===== src/hw/rtl/wcc_pkg.sv =====
// ----------------------------------------------------------------------------
// wcc_pkg
// Shared types and constants of the window co-occurrence counter: operation
// codes, beat payloads and default sizes.
// ----------------------------------------------------------------------------
package wcc_pkg;

  localparam int FEATURES_DEF     = 256;
  localparam int WINDOW_PARTS_DEF = 64;
  localparam int COUNT_BITS_DEF   = 32;

  localparam int PART_W  = 8;
  localparam int OP_W    = 3;
  localparam int TOTAL_W = 32;

  typedef enum logic [OP_W-1:0] {
    OP_ADD_PART   = 3'd0,
    OP_END_WORD   = 3'd1,
    OP_END_WINDOW = 3'd2,
    OP_READ_COOC  = 3'd3,
    OP_READ_FREQ  = 3'd4
  } op_e;

  typedef struct packed {
    logic [OP_W-1:0]   op;
    logic [PART_W-1:0] part_id;
    logic [PART_W-1:0] col_id;
  } item_t;

  typedef struct packed {
    logic [TOTAL_W-1:0] read_value;
    logic [TOTAL_W-1:0] windows_seen;
    logic [TOTAL_W-1:0] words_seen;
    logic [TOTAL_W-1:0] parts_seen;
    logic               overflow;
  } result_t;

endpackage


===== src/hw/rtl/wcc_pair_scan.sv =====
// ----------------------------------------------------------------------------
// wcc_pair_scan
// Pair scan engine: walks the earlier-word parts of the window buffer and
// bumps one co-occurrence entry per part in a three-stage read-modify-write
// pipeline, forwarding the last written count on a back-to-back address hit.
// ----------------------------------------------------------------------------
module wcc_pair_scan #(
  parameter int FEATURES     = wcc_pkg::FEATURES_DEF,
  parameter int WINDOW_PARTS = wcc_pkg::WINDOW_PARTS_DEF,
  parameter int COUNT_BITS   = wcc_pkg::COUNT_BITS_DEF
) (
  input  logic                                      clk,
  input  logic                                      rst,
  input  logic                                      start,
  input  logic [$clog2(FEATURES)-1:0]               part,
  input  logic [$clog2(WINDOW_PARTS+1)-1:0]         count,
  output logic                                      busy,
  output logic                                      buf_rd_en,
  output logic [$clog2(WINDOW_PARTS)-1:0]           buf_rd_addr,
  input  logic [wcc_pkg::PART_W-1:0]                buf_rd_data,
  output logic                                      cooc_rd_en,
  output logic [$clog2(FEATURES*FEATURES)-1:0]      cooc_rd_addr,
  input  logic [COUNT_BITS-1:0]                     cooc_rd_data,
  output logic                                      cooc_wr_en,
  output logic [$clog2(FEATURES*FEATURES)-1:0]      cooc_wr_addr,
  output logic [COUNT_BITS-1:0]                     cooc_wr_data
);
  import wcc_pkg::*;

  localparam int FA_W = $clog2(FEATURES);
  localparam int CA_W = $clog2(FEATURES * FEATURES);
  localparam int BA_W = $clog2(WINDOW_PARTS);
  localparam int FL_W = $clog2(WINDOW_PARTS + 1);

  logic [FL_W-1:0]       issue_k;
  logic [FL_W-1:0]       limit;
  logic                  active;
  logic [FA_W-1:0]       part_q;
  logic                  b_vld;
  logic                  c_vld;
  logic [CA_W-1:0]       c_addr;
  logic                  fwd_vld;
  logic [CA_W-1:0]       fwd_addr;
  logic [COUNT_BITS-1:0] fwd_data;
  logic [COUNT_BITS-1:0] src_count;

  assign buf_rd_en   = active && (issue_k < limit);
  assign buf_rd_addr = issue_k[BA_W-1:0];

  // Row comes from the buffer, column is the part being added.
  assign cooc_rd_en   = b_vld;
  assign cooc_rd_addr = CA_W'(32'(buf_rd_data) * FEATURES + 32'(part_q));

  // A read issued in the cycle of the previous write saw the stale count.
  assign src_count    = (fwd_vld && (fwd_addr == c_addr)) ? fwd_data : cooc_rd_data;
  assign cooc_wr_en   = c_vld;
  assign cooc_wr_addr = c_addr;
  assign cooc_wr_data = (src_count == '1) ? src_count : src_count + COUNT_BITS'(1);

  assign busy = active || b_vld || c_vld;

  always_ff @(posedge clk) begin
    if (rst) begin
      active  <= 1'b0;
      b_vld   <= 1'b0;
      c_vld   <= 1'b0;
      fwd_vld <= 1'b0;
    end else begin
      b_vld   <= buf_rd_en;
      c_vld   <= b_vld;
      fwd_vld <= c_vld;
      if (start) begin
        active <= 1'b1;
      end else if (!buf_rd_en) begin
        active <= 1'b0;
      end
    end
  end

  always_ff @(posedge clk) begin
    if (start) begin
      issue_k <= '0;
      limit   <= count;
      part_q  <= part;
    end else if (buf_rd_en) begin
      issue_k <= issue_k + FL_W'(1);
    end
    c_addr   <= cooc_rd_addr;
    fwd_addr <= cooc_wr_addr;
    fwd_data <= cooc_wr_data;
  end

endmodule

===== config.mk =====
export PLATFORM = sky130hd
export DESIGN_NAME = wcc_pair_scan
export DESIGN_NICKNAME = d
export VERILOG_FILES = /design/src/hw/rtl/wcc_pkg.sv /design/src/hw/rtl/wcc_pair_scan.sv
export SDC_FILE = /design/constraint.sdc
export NUM_CORES = 1
export LEC_CHECK = 0
export BUFFER_PORTS_ARGS = -buffer_cell sky130_fd_sc_hd__buf_4
export CAP_MARGIN = 20
export CELL_PAD_IN_SITES_DETAIL_PLACEMENT = 0
export CELL_PAD_IN_SITES_GLOBAL_PLACEMENT = 2
export CORE_UTILIZATION = 30
export DETAILED_ROUTE_END_ITERATION = 16
export PLACE_DENSITY = 0.8
export SYNTH_ARGS = -nofsm -noshare
export SYNTH_HDL_FRONTEND = slang
export SYNTH_SLANG_ARGS = --single-unit
export TNS_END_PERCENT = 20

===== constraint.sdc =====
create_clock -name clk -period 8.7 [get_ports clk]
set_clock_uncertainty 0.05 [all_clocks]
set_input_delay 0.435 -clock clk [delete_from_list [all_inputs] [get_ports clk]]
set_output_delay 0.435 -clock clk [all_outputs]
set_load 0.02 [all_outputs]

==> reports/results.ini <==
[critical_path]
timing.rr.start = cooc_wr_addr[5]
critical_path_buf_inv_count = 1
cp.depth = 9
cpMaxStageDelayCell = a211oi_1
critPathKind = reg2out
slowest_delay_ps = 870
cp_top_family = simple AND/OR/NAND/NOR gates
arrival_ps = 3720
end_kind = output port
worst_r2r_path_depth = 8
r2r_setup_slack_ps = 5350
cp_cell_sequence = xnor2_1 > nand4_1 > nor4_1 > nand4_1 > a211oi_1 > and3_1 > nand2_1 > xor2_1 > buf_4
worstSetupStartpoint = cooc_wr_addr[5]
start_kind = register
path_max_fanout = 7
crit_end = cooc_wr_data[29]
cp.required_ps = 8220
critical_path.most_common_cell = nand4_1
reg2reg_to = fwd_data[29]

[clock_network]
cts-resized-gates = 0
clkLatencyLatePin_ps = 350
ctsHtreeMaxLevel = 3
cts.sinks = 90
postCtsSetupBuffers = 0
cts_tree = done
clkTransAtPathRegs_ps = 70
cts_hold_buf = 0
root_buffer = clkbuf_16
cts_buffers = 9
cts_buffer_depth = 2

[hold_path]
hp-class = in2reg

[floorplan]
pin_count = 132
dieArea_mm2 = 0.0145
initial_core_util_pct = 31.3
die_h_um = 120
rows = 42
die_width_um = 120
coreArea_mm2 = 0.0135

[synthesis]
ys_types = 47
syn-num-nets = 511
synth.largest_area_cell = dfxtp_1
ys_seq_area_share_pct = 46.4
synth_enable_flop_cells = 15
synth_area_mm2 = 0.00421
synth_warnings = 0
avgSynthCellArea_um2 = 9.43
synth_seq_cells = 90
async_reset_ff_share_pct = 0
yosysTopAreaCellShare_pct = 35.7
synth_top_flop_cell = dfxtp_1
synth_area_leaders = dfxtp_1 (36%), edfxtp_1 (11%), xnor2_1 (7.1%), mux2i_1 (5.5%), nand2_1 (5.1%)
synth_cells = 446

[place]
place.detailed.hpwl_mm = 8.67
place_inst = 735
dp_slack_ps = 4930
place.port_buffers = 131
globalplace.congestion = 0.825

[global_route]
grt_pass1_wl_mm = 18.3
grt_pass1_vias = 3609
grt_max_degree = 27
overflow = 0
grt_usage_pct = 16.2
antenna_found_initial = 0

[timing]
min_period_ps = 4210
slew_viol_final = 0
finalSetupViolations = 0
worst_pin_slew_ps = 985
relSlewSlack_pct = 33.9
grt_setup_unrepaired = no
finalHoldViolCount = 0
finalCritPeriodShare_pct = 48.4
setup_slack_ps = 4490
max_freq_mhz = 238
final.setup.tns_ps = 0

[power]
vdd_ir_drop_max_v = 0.000155
power_w = 0.00100
p_leak_nw = 2.33
powerDensity_mw_per_mm2 = 179

[final_layout]
layout.nets = 635
diodes = 0
mostFrequentLayoutCell = buf_4
fillers = 1388
drive_above_1_share_pct = 28.5
syn_to_final_growth_pct = 33.1
utilization_pct = 41.6
fin_cells = 751
most-common-layout-cells = buf_4 (135), dfxtp_1 (75), nand2_1 (57), nor2_1 (34), xnor2_1 (34)

[routing]
drc = 0
drt_first_pass_iters = 4
wl_per_cell_um = 14.9
via_per_inst = 4.79
drtIter0Drc = 175
ant_nets = 0
routed_wl_mm = 11.2
vias = 3596

[outcome]
status = complete, no violations

[job]
cap_violations = 0

[cells in the mapped netlist, types with 2 or more instances]
cell / n
nor3_1: 11
o31ai_1: 2
o211ai_1: 2
xor2_1: 11
ha_1: 7
xnor2_1: 34
a31oi_1: 5
nand3_1: 31
buf_4: 15
a41oi_1: 2
a21oi_1: 13
and2_1: 6
and4_1: 3
inv_1: 13
nor4_1: 3
or3_1: 3
nand2_1: 57
nand4_1: 21
dfxtp_1: 75
a211oi_1: 5
and3_1: 7
nor3b_1: 2
a211oi_2: 2
nand2b_1: 2
a32oi_1: 2
nor2b_1: 7
a21o_1: 4
clkbuf_1: 4
mux2_2: 4
mux2i_1: 23
nor2_1: 35
o21ai_0: 5
buf_6: 2
edfxtp_1: 15
[registers in the layout, indices dropped and copies added, names as in the netlist]
name          count
part_q            8
active            1
cooc_wr_addr     16
fwd_vld           1
cooc_rd_en        1
limit             7
issue_k           7
fwd_data         32
cooc_wr_en        1
fwd_addr         16
[routing by layer]
metal	track usage (%)	vias up	share of wire (%)
met3	4.86	14	6.4
met1	20.2	1667	46
met4	5.63	0	1.4
met5	0	-	0
met2	26.4	104	47
li1	-	1811	-
[worst min-delay path by stage]
stage / cells after the start / end / from
2_1_floorplan: 0 / fwd_addr[6] / cooc_wr_addr[6]
3_3_place_gp: 0 / cooc_wr_addr[4] / part_q[4]
3_5_place_dp: 0 / cooc_wr_addr[2] / part_q[2]
4_1_cts: 1 / cooc_wr_addr[13] / buf_rd_data[5]
5_1_grt: 1 / cooc_wr_addr[13] / buf_rd_data[5]
6_report: 1 / cooc_wr_addr[13] / buf_rd_data[5]
[cell families after synthesis]
family | share of synthesized area, %
multiplexers | 7.08
flip-flops | 46.4
buffers and inverters | 4.94
AO/OA/AOI/OAI | 7.67
AND/OR/NAND/NOR | 22.5
XOR/XNOR | 9.37
adder cells (fa/ha/maj) | 2.08
[where the power goes]
| group | switching, W | total [W] | internal [W] |
|---|---|---|---|
| combinational | 0.0000727 | 0.000139 | 0.0000660 |
| clock | 0.000188 | 0.000393 | 0.000205 |
| sequential | 0.0000184 | 0.000468 | 0.000450 |
| total | 0.000279 | 0.00100 | 0.000721 |
[worst reg2reg max path, cell delays in order (launching register included)]
cell and delay (ps):
dfxtp_1 340, xnor2_1 210, nand4_1 140, nor4_1 780, nand4_1 170, a211oi_1 870, and3_1 400, nand2_1 90
xor2_1 180
[area by class of cell]
cell class | instances | area (µm²) | area share [%]
Tap cell | 176 | 220 | 3.93
Clock inverter | 7 | 78.8 | 1.41
Multi-Input combinational cell | 320 | 2060 | 36.7
Sequential cell | 90 | 1950 | 34.9
Timing Repair Buffer | 135 | 1010 | 18.1
Clock buffer | 9 | 225 | 4.02
Inverter | 14 | 52.6 | 0.939
[metrics by stage]
step                      hold slack (ps)  cell area, µm²
after floorplan                       406            4210
after global placement                310            5290
after detailed placement              304            5290
after CTS                             127            5600
after global routing                  126            5600
final                                 143            5600
(Power assumes the default switching activity.)
